--- config.mk ---
export PLATFORM = sky130hd
export DESIGN_NAME = utf8_stream_validator_unit
export DESIGN_NICKNAME = d
export VERILOG_FILES = /design/src/rtl/core/u8sv_pkg.sv /design/src/rtl/core/u8sv_fifo.sv /design/src/rtl/core/u8sv_front.sv /design/src/rtl/core/u8sv_back.sv /design/src/rtl/core/utf8_stream_validator_unit.sv
export SDC_FILE = /design/constraint.sdc
export NUM_CORES = 1
export LEC_CHECK = 0
export ABC_AREA = 1
export BUFFER_PORTS_ARGS = -buffer_cell sky130_fd_sc_hd__buf_2
export CELL_PAD_IN_SITES_DETAIL_PLACEMENT = 1
export CELL_PAD_IN_SITES_GLOBAL_PLACEMENT = 1
export CORE_AREA = 2 2 116 118
export CTS_CLUSTER_DIAMETER = 50
export DETAILED_ROUTE_END_ITERATION = 6
export DIE_AREA = 0 0 118 120
export HOLD_SLACK_MARGIN = 0.15
export PLACE_DENSITY = 0.87
export SLEW_MARGIN = 20
export SYNTH_ARGS = -nofsm -noshare
export SYNTH_HDL_FRONTEND = slang
export SYNTH_HIERARCHICAL = 1
export SYNTH_SLANG_ARGS = --single-unit
--- constraint.sdc ---
create_clock -name clk -period 5.5 [get_ports clk]
set_input_delay 1.1 -clock clk [delete_from_list [all_inputs] [get_ports clk]]
set_output_delay 1.1 -clock clk [all_outputs]
set_load 0.05 [all_outputs]
--- src/rtl/core/u8sv_pkg.sv ---
// ----------------------------------------------------------------------------
// u8sv_pkg
// Shared types and constants of the UTF-8 stream validator.
// ----------------------------------------------------------------------------
package u8sv_pkg;

  // Default byte limit of one buffer.
  localparam longint unsigned MAX_BYTES_DEF   = 64'd65535;
  // Default depth of the internal queues.
  localparam int unsigned     QUEUE_DEPTH_DEF = 2;

  // Byte class boundaries.
  localparam logic [7:0] ASCII_MAX = 8'h7f;
  localparam logic [7:0] LEAD2_MIN = 8'hc2;
  localparam logic [7:0] LEAD2_MAX = 8'hdf;
  localparam logic [7:0] LEAD3_MIN = 8'he0;
  localparam logic [7:0] LEAD3_MAX = 8'hef;
  localparam logic [7:0] LEAD4_MIN = 8'hf0;
  localparam logic [7:0] LEAD4_MAX = 8'hf4;
  localparam logic [7:0] CONT_MASK = 8'hc0;
  localparam logic [7:0] CONT_TAG  = 8'h80;

  // Code point limits.
  localparam logic [20:0] CP_MIN3     = 21'h000800;
  localparam logic [20:0] CP_MIN4     = 21'h010000;
  localparam logic [20:0] CP_MAX      = 21'h10ffff;
  localparam logic [20:0] SURR_LO     = 21'h00d800;
  localparam logic [20:0] SURR_HI     = 21'h00dfff;

  typedef enum logic [2:0] {
    BC_ASCII,
    BC_LEAD2,
    BC_LEAD3,
    BC_LEAD4,
    BC_CONT,
    BC_BAD
  } byte_class_t;

  typedef enum logic [1:0] {
    ST_OK       = 2'd0,
    ST_INVALID  = 2'd1,
    ST_TOO_LONG = 2'd2
  } status_t;

  // Classified beat handed from front to back.
  typedef struct packed {
    byte_class_t cls;
    logic [5:0]  bits;
    logic        has_byte;
    logic        last;
  } item_t;

  typedef struct packed {
    status_t     status;
    logic [15:0] valid_len;
  } result_t;

endpackage

--- src/rtl/core/u8sv_fifo.sv ---
// ----------------------------------------------------------------------------
// u8sv_fifo
// Small register queue used between the validator stages.
// ----------------------------------------------------------------------------
module u8sv_fifo #(
  parameter int unsigned W     = 1,
  parameter int unsigned DEPTH = u8sv_pkg::QUEUE_DEPTH_DEF
) (
  input  logic         clk,
  input  logic         rst_n,
  input  logic         wr_en,
  input  logic [W-1:0] wr_data,
  output logic         full,
  input  logic         rd_en,
  output logic [W-1:0] rd_data,
  output logic         empty
);

  localparam int unsigned PTR_W = (DEPTH > 1) ? $clog2(DEPTH) : 1;
  localparam int unsigned CNT_W = $clog2(DEPTH + 1);

  logic [W-1:0]     mem_r [DEPTH];
  logic [PTR_W-1:0] wr_ptr_r;
  logic [PTR_W-1:0] rd_ptr_r;
  logic [CNT_W-1:0] cnt_r;
  logic             do_wr;
  logic             do_rd;

  assign full    = (cnt_r == CNT_W'(DEPTH));
  assign empty   = (cnt_r == '0);
  assign do_wr   = wr_en && !full;
  assign do_rd   = rd_en && !empty;
  assign rd_data = mem_r[rd_ptr_r];

  always_ff @(posedge clk) begin
    if (do_wr) begin
      mem_r[wr_ptr_r] <= wr_data;
    end
  end

  always_ff @(posedge clk) begin
    if (!rst_n) begin
      wr_ptr_r <= '0;
      rd_ptr_r <= '0;
      cnt_r    <= '0;
    end else begin
      if (do_wr) begin
        wr_ptr_r <= (wr_ptr_r == PTR_W'(DEPTH - 1)) ? '0 : wr_ptr_r + PTR_W'(1);
      end
      if (do_rd) begin
        rd_ptr_r <= (rd_ptr_r == PTR_W'(DEPTH - 1)) ? '0 : rd_ptr_r + PTR_W'(1);
      end
      if (do_wr && !do_rd) begin
        cnt_r <= cnt_r + CNT_W'(1);
      end else if (do_rd && !do_wr) begin
        cnt_r <= cnt_r - CNT_W'(1);
      end
    end
  end

endmodule

--- src/rtl/core/u8sv_front.sv ---
// ----------------------------------------------------------------------------
// u8sv_front
// Accepts input beats and classifies each byte for the back end.
// ----------------------------------------------------------------------------
module u8sv_front (
  input  logic            push,
  input  logic [7:0]      data_byte,
  input  logic            has_byte,
  input  logic            last,
  input  logic            q_full,
  output logic            full,
  output logic            q_wr,
  output u8sv_pkg::item_t item
);

  u8sv_pkg::byte_class_t cls;

  always_comb begin
    priority if (data_byte <= u8sv_pkg::ASCII_MAX) begin
      cls = u8sv_pkg::BC_ASCII;
    end else if ((data_byte & u8sv_pkg::CONT_MASK) == u8sv_pkg::CONT_TAG) begin
      cls = u8sv_pkg::BC_CONT;
    end else if (data_byte >= u8sv_pkg::LEAD2_MIN && data_byte <= u8sv_pkg::LEAD2_MAX) begin
      cls = u8sv_pkg::BC_LEAD2;
    end else if (data_byte >= u8sv_pkg::LEAD3_MIN && data_byte <= u8sv_pkg::LEAD3_MAX) begin
      cls = u8sv_pkg::BC_LEAD3;
    end else if (data_byte >= u8sv_pkg::LEAD4_MIN && data_byte <= u8sv_pkg::LEAD4_MAX) begin
      cls = u8sv_pkg::BC_LEAD4;
    end else begin
      cls = u8sv_pkg::BC_BAD;
    end
  end

  assign full          = q_full;
  assign q_wr          = push && !q_full;
  assign item.cls      = cls;
  assign item.bits     = data_byte[5:0];
  assign item.has_byte = has_byte;
  assign item.last     = last;

endmodule

--- src/rtl/core/u8sv_back.sv ---
// ----------------------------------------------------------------------------
// u8sv_back
// Runs the per-buffer decode state and builds the result on the last beat.
// ----------------------------------------------------------------------------
module u8sv_back #(
  parameter longint unsigned MAX_BYTES = u8sv_pkg::MAX_BYTES_DEF
) (
  input  logic              clk,
  input  logic              rst_n,
  input  logic              trunc_ok,
  input  u8sv_pkg::item_t   item,
  input  logic              item_valid,
  output logic              item_take,
  input  logic              res_full,
  output logic              res_wr,
  output u8sv_pkg::result_t res
);

  localparam int unsigned CNT_W = $clog2(MAX_BYTES + 64'd2);

  logic [CNT_W-1:0] count_r,    count_upd;
  logic [15:0]      boundary_r, boundary_upd;
  logic [1:0]       remain_r,   remain_upd;
  logic [2:0]       size_r,     size_upd;
  logic [20:0]      acc_r,      acc_upd;
  logic             seq_bad_r,  seq_bad_upd;
  logic             sticky_r,   sticky_upd;
  logic             step;

  assign item_take = item_valid && !res_full;
  assign step      = item_take;
  assign res_wr    = step && item.last;

  always_comb begin
    count_upd    = count_r;
    boundary_upd = boundary_r;
    remain_upd   = remain_r;
    size_upd     = size_r;
    acc_upd      = acc_r;
    seq_bad_upd  = seq_bad_r;
    sticky_upd   = sticky_r;
    if (item.has_byte) begin
      if (remain_r == 2'd0) begin
        boundary_upd = 16'(count_r);
        seq_bad_upd  = 1'b0;
        unique case (item.cls)
          u8sv_pkg::BC_ASCII: begin
            size_upd = 3'd1;
          end
          u8sv_pkg::BC_LEAD2: begin
            size_upd   = 3'd2;
            remain_upd = 2'd1;
            acc_upd    = {16'd0, item.bits[4:0]};
          end
          u8sv_pkg::BC_LEAD3: begin
            size_upd   = 3'd3;
            remain_upd = 2'd2;
            acc_upd    = {17'd0, item.bits[3:0]};
          end
          u8sv_pkg::BC_LEAD4: begin
            size_upd   = 3'd4;
            remain_upd = 2'd3;
            acc_upd    = {18'd0, item.bits[2:0]};
          end
          default: begin
            sticky_upd = 1'b1;
          end
        endcase
      end else begin
        // any byte inside a sequence takes a continuation slot; a non-continuation byte marks it bad
        if (item.cls != u8sv_pkg::BC_CONT) begin
          seq_bad_upd = 1'b1;
        end
        acc_upd    = {acc_r[14:0], item.bits};
        remain_upd = remain_r - 2'd1;
        if (remain_upd == 2'd0) begin
          if (seq_bad_upd
              || (size_r == 3'd3 && acc_upd < u8sv_pkg::CP_MIN3)
              || (size_r == 3'd4 && acc_upd < u8sv_pkg::CP_MIN4)
              || acc_upd > u8sv_pkg::CP_MAX
              || (acc_upd >= u8sv_pkg::SURR_LO && acc_upd <= u8sv_pkg::SURR_HI)) begin
            sticky_upd = 1'b1;
          end
          seq_bad_upd = 1'b0;
        end
      end
      if (count_r <= CNT_W'(MAX_BYTES)) begin
        count_upd = count_r + CNT_W'(1);
      end
    end
  end

  always_comb begin
    res.valid_len = 16'd0;
    priority if (count_upd > CNT_W'(MAX_BYTES)) begin
      res.status = u8sv_pkg::ST_TOO_LONG;
    end else if (sticky_upd) begin
      res.status = u8sv_pkg::ST_INVALID;
    end else if (remain_upd != 2'd0) begin
      if (trunc_ok) begin
        res.status    = u8sv_pkg::ST_OK;
        res.valid_len = boundary_upd;
      end else begin
        res.status = u8sv_pkg::ST_INVALID;
      end
    end else begin
      res.status    = u8sv_pkg::ST_OK;
      res.valid_len = 16'(count_upd);
    end
  end

  always_ff @(posedge clk) begin
    if (!rst_n) begin
      count_r    <= '0;
      boundary_r <= '0;
      remain_r   <= '0;
      size_r     <= '0;
      acc_r      <= '0;
      seq_bad_r  <= 1'b0;
      sticky_r   <= 1'b0;
    end else if (step) begin
      if (item.last) begin
        count_r    <= '0;
        boundary_r <= '0;
        remain_r   <= '0;
        size_r     <= '0;
        acc_r      <= '0;
        seq_bad_r  <= 1'b0;
        sticky_r   <= 1'b0;
      end else begin
        count_r    <= count_upd;
        boundary_r <= boundary_upd;
        remain_r   <= remain_upd;
        size_r     <= size_upd;
        acc_r      <= acc_upd;
        seq_bad_r  <= seq_bad_upd;
        sticky_r   <= sticky_upd;
      end
    end
  end

endmodule

--- src/rtl/core/utf8_stream_validator_unit.sv ---
// ----------------------------------------------------------------------------
// utf8_stream_validator_unit
// Strict UTF-8 checker for a byte stream, one status beat per buffer.
// ----------------------------------------------------------------------------
//  channel | direction | handshake            | payload
//  in_     | in        | in_push / in_full    | in_data_byte, in_has_byte, in_last
//  out_    | out       | out_empty / out_pop  | out_status, out_valid_len
//  cfg_    | in        | cfg_valid/cfg_ready  | cfg_trunc_ok
//
//  One byte beat per cycle sustained while out_ is not stalled. The front
//  classifies and queues a byte; the back end consumes one queued beat per cycle
//  unless the result queue is full and, on a last beat, queues the result.
//  Reset is synchronous, active low; it empties both queues and clears the
//  per-buffer state and trunc_ok. A stalled out_ side fills the result
//  queue, then the beat queue, then raises in_full.
// ----------------------------------------------------------------------------
module utf8_stream_validator_unit #(
  parameter longint unsigned MAX_BYTES   = u8sv_pkg::MAX_BYTES_DEF,
  parameter int unsigned     QUEUE_DEPTH = u8sv_pkg::QUEUE_DEPTH_DEF
) (
  input  logic        clk,
  input  logic        rst_n,
  // byte input
  input  logic        in_push,
  output logic        in_full,
  input  logic [7:0]  in_data_byte,
  input  logic        in_has_byte,
  input  logic        in_last,
  // result output
  output logic        out_empty,
  input  logic        out_pop,
  output logic [1:0]  out_status,
  output logic [15:0] out_valid_len,
  // configuration
  input  logic        cfg_valid,
  output logic        cfg_ready,
  input  logic        cfg_trunc_ok
);

  localparam int unsigned ITEM_W = $bits(u8sv_pkg::item_t);
  localparam int unsigned RES_W  = $bits(u8sv_pkg::result_t);

  logic trunc_ok_r;

  // front -> beat queue
  u8sv_pkg::item_t   front_item;
  logic              front_wr;
  logic              mid_full;
  logic [ITEM_W-1:0] mid_rdata;
  logic              mid_empty;
  u8sv_pkg::item_t   back_item;
  logic              back_take;

  // back -> result queue
  u8sv_pkg::result_t back_res;
  logic              res_wr;
  logic              res_full;
  logic [RES_W-1:0]  res_rdata;
  u8sv_pkg::result_t out_res;

  // register write accepted any time; the user must write it only while idle, the block does not enforce it
  assign cfg_ready = 1'b1;

  always_ff @(posedge clk) begin
    if (!rst_n) begin
      trunc_ok_r <= 1'b0;
    end else if (cfg_valid && cfg_ready) begin
      trunc_ok_r <= cfg_trunc_ok;
    end
  end

  u8sv_front u_front (
    .push      (in_push),
    .data_byte (in_data_byte),
    .has_byte  (in_has_byte),
    .last      (in_last),
    .q_full    (mid_full),
    .full      (in_full),
    .q_wr      (front_wr),
    .item      (front_item)
  );

  u8sv_fifo #(
    .W     (ITEM_W),
    .DEPTH (QUEUE_DEPTH)
  ) u_mid_q (
    .clk     (clk),
    .rst_n   (rst_n),
    .wr_en   (front_wr),
    .wr_data (front_item),
    .full    (mid_full),
    .rd_en   (back_take),
    .rd_data (mid_rdata),
    .empty   (mid_empty)
  );

  assign back_item = u8sv_pkg::item_t'(mid_rdata);

  u8sv_back #(
    .MAX_BYTES (MAX_BYTES)
  ) u_back (
    .clk        (clk),
    .rst_n      (rst_n),
    .trunc_ok   (trunc_ok_r),
    .item       (back_item),
    .item_valid (!mid_empty),
    .item_take  (back_take),
    .res_full   (res_full),
    .res_wr     (res_wr),
    .res        (back_res)
  );

  u8sv_fifo #(
    .W     (RES_W),
    .DEPTH (QUEUE_DEPTH)
  ) u_res_q (
    .clk     (clk),
    .rst_n   (rst_n),
    .wr_en   (res_wr),
    .wr_data (back_res),
    .full    (res_full),
    .rd_en   (out_pop),
    .rd_data (res_rdata),
    .empty   (out_empty)
  );

  assign out_res       = u8sv_pkg::result_t'(res_rdata);
  assign out_status    = out_res.status;
  assign out_valid_len = out_res.valid_len;

endmodule
==> results.sh <==
export IMPL_status="finished, final reports clean"
export IMPL_layout_nets=824
export IMPL_hold_depth=2
export IMPL_synthTopCellsByArea="edfxtp_1 27%, dfxtp_1 21%, nand2_1 11%"
export IMPL_cts_sinks=124
export IMPL_setup_violations_final=0
export IMPL_ys_flop_type="dfxtp_1"
export IMPL_synthCells=784
export IMPL_wl_per_cell_um=18.8
export IMPL_root_buffer="clkbuf_16"
export IMPL_seq_area_mm2=0.00306
export IMPL_die_area_mm2=0.0142
export IMPL_min_period_over_period=0.593
export IMPL_ys_seq_area_frac=0.483
export IMPL_via_per_inst=5.65
export IMPL_pre_cts_ws_ns=2.35
export IMPL_place_area_mm2=0.00655
export IMPL_clock_latency_ns=0.42
export IMPL_grt_pass1_vias=5908
export IMPL_grt_max_degree=38
export IMPL_cp_required_ns=5.66
export IMPL_p_sw_w=0.00164
export IMPL_cp_end_kind="flop"
export IMPL_die_w_um=118
export IMPL_avgSynthCellArea_um2=8.09
export IMPL_yosys_area_top_type_share=0.275
export IMPL_antenna_found_initial=0
export IMPL_synth_distinct_cells=41
export IMPL_yosysTopAreaCell="edfxtp_1"
export IMPL_hold_start="u_back/boundary_r[10]"
export IMPL_rsz0062_at_grt="no"
export IMPL_pwr_share_clk=0.265
export IMPL_hp_class="reg -> reg"
export IMPL_final_setup_tns_ns=0
export IMPL_cts_buffer_depth=2
export IMPL_max_stage_delay_ns=0.68
export IMPL_reg2reg_depth=11
export IMPL_multi_input_area_mm2=0.00275
export IMPL_antenna_cells=0
export IMPL_synth_warnings=6
export IMPL_dp_cells=962
export IMPL_crit_family="simple AND/OR/NAND/NOR gates"
export IMPL_r2r_end="u_res_q/mem_r[1][14]"
export IMPL_synthesis_area_mm2=0.00634
export IMPL_post_cts_buffers=0
export IMPL_cts_buffers_inserted=17
export IMPL_place_gp_congestion=0.946
export IMPL_pwr_share_seq=0.339
export IMPL_drt_pass1_iter_count=5
export IMPL_io_pins=37
export IMPL_pwr_share_comb=0.396
export IMPL_postCtsHoldBufs=0
export IMPL_instances_no_fill=994
export IMPL_grt_util_all_layers=0.272
export IMPL_cts_htree_levels=4
export IMPL_clock_fmax_mhz=307
export IMPL_antenna_left=0
export IMPL_routed_wl_mm=18.7
export IMPL_maxCapViolCount=0
export IMPL_initial_utilization=0.488
export IMPL_cts_resized=0
export IMPL_swShare=0.423
export IMPL_whs_ns=0.477
export IMPL_final_cell_area_mm2=0.00708
export IMPL_finalClockSkew_ns=0.00850
export IMPL_min_period_ns=3.26
export IMPL_hold_violations=0
export IMPL_drv_slew=0
export IMPL_synth_edf_count=58
export IMPL_p_int_w=0.00224
export IMPL_startpoint_type="flop"
export IMPL_reg2reg_slack_ns=2.24
export IMPL_core_area_mm2=0.0130
export IMPL_synthArstFlopShare=0
export IMPL_fp_dieH_um=120
export IMPL_p_leak_nw=2.82
export IMPL_rows=42
export IMPL_syn_nets=803
export IMPL_path_common_cell="nand2_1"
export IMPL_vias=5617
export IMPL_ys_ff_latch=124
export IMPL_max_slew_margin=0.285
export IMPL_port_buffers=35
export IMPL_holdPathEnd="u_back/boundary_r[10]"
export IMPL_drt_iter0_drc=388
export IMPL_cp_cell_sequence="mux2_2 > inv_1 > nand2_1 > nor2_1 > a31oi_1 > nand2_1 > inv_2 > a21oi_1 > nor2_1 > nand2_1 > inv_1"
export IMPL_critical_path_max_fanout=22
export IMPL_critPathBufInv=3
export IMPL_drive_gt1_frac=0.163
export IMPL_tightest_slew_ns=1.07
export IMPL_grt_pass1_wl_mm=29.9
export IMPL_powerDensity_mw_per_mm2=549
export IMPL_critPathKind="reg -> reg"
export IMPL_crit_arrival_ns=3.42
export IMPL_fillers=1560
export IMPL_gr_total_overflow=0
export IMPL_dp_hpwl_mm=12.1
export IMPL_drc=0
export IMPL_syn2layout_area_growth_pct=11.7
export IMPL_clkTransAtPathRegs_ns=0.06
export IMPL_slowest_stage="nand2_1"
export IMPL_cts_tree="done"
export IMPL_irDropWorstVdd_v=0.000330
export IMPL_finalWorstSetupSlack_ns=2.24
==> layer usage <==
metal,vias up,wire length (um),global-route usage
li1,2631,-,-
met1,2730,7170,0.293
met2,199,9760,0.492
met3,57,907,0.0570
met4,0,807,0.160
met5,-,0,0
==> Yosys cell counts, types with 3 or more instances <==
cell	n
mux2_4	10
a21oi_1	81
buf_4	12
o21ai_0	26
mux2_2	19
inv_2	7
nor2_4	4
buf_2	9
nand2_2	6
o21ai_1	4
nand3_1	62
clkbuf_1	13
inv_1	77
edfxtp_1	58
nand4_1	14
dfxtp_1	66
nor2_1	79
nand2_1	192
nor2_2	9
ha_1	3
nor3_1	8
==> per-stage QoR <==
step | util | total power [W]
after detailed placement | 0.505 | 0.00281
after global placement | 0.505 | 0.00273
after CTS | 0.545 | 0.00389
after global routing | 0.546 | 0.00407
after floorplan | - | 0.00245
final | 0.546 | 0.00389
==> worst max path at each step <==
stage               start              endpoint  cells after the start
detailed placement   flop  u_res_q/mem_r[1][14]                     11
finish               flop  u_res_q/mem_r[1][14]                     11
CTS                  flop  u_res_q/mem_r[0][14]                     11
floorplan            flop   u_res_q/mem_r[1][0]                      7
global route         flop   u_res_q/mem_r[1][5]                      9
global placement     flop  u_res_q/mem_r[0][14]                     11
==> power groups by stage <==
stage	clock network, W	logic, W	registers (W)
5_1_grt	0.00108	0.00165	0.00134
6_report	0.00103	0.00154	0.00132
3_5_place_dp	0	0.00148	0.00133
4_1_cts	0.00104	0.00153	0.00132
2_1_floorplan	0	0.00118	0.00127
3_3_place_gp	0	0.00141	0.00132
==> kinds of logic after synthesis <==
group	count (synthesis)	share of synthesized area
simple gates	382	0.263
flops	124	0.483
buf+inv	122	0.0849
compound gates	121	0.100
mux	30	0.0590
fa+ha+maj	3	0.00592
other cells	1	0.000591
xor+xnor	1	0.00257
==> flip-flops by register name, summed over array words and instances, names as in the netlist, 3 cells and up, named ones only <==
name and count:
u_res_q/mem_r 36, u_mid_q/mem_r 22, u_back/count_r 17, u_back/boundary_r 16
u_back/acc_r 15, u_back/size_r 3
==> cells in the final DEF, fill, tap and decap left out, types with 3 or more instances in the layout <==
cell type    n
mux2_4      10
buf_4        4
ha_1         3
nor2_2      10
clkinv_2     7
o21ai_0     26
buf_2       35
o21ai_1      4
nor2_1      78
nand3_1     62
nand2_1    192
a21oi_1     80
nor2_4       4
clkbuf_1     5
nand4_1     14
inv_1       77
dfxtp_1     66
nand2_2      6
mux2_2      19
clkbuf_16   17
inv_2        7
nor3_1       8
edfxtp_1    58
==> worst reg2reg max path, delay by kind of cell, from the launching register on <==
family	cells	cell delay, ns
and+or+nand+nor	5	1.18
buffers and inverters	3	0.44
muxes	1	0.43
AOI/OAI and AO/OA	2	0.37
DFF	1	0.59
==> area by class of cell <==
type                            count  area share
Sequential cell                   124       0.432
Tap cell                          176      0.0311
Timing Repair Buffer               39      0.0290
Inverter                           85      0.0450
Clock inverter                      9      0.0102
Multi-Input combinational cell    538       0.388
Clock buffer                       23      0.0647
No activity file was read; power rests on OpenSTA's default activity.
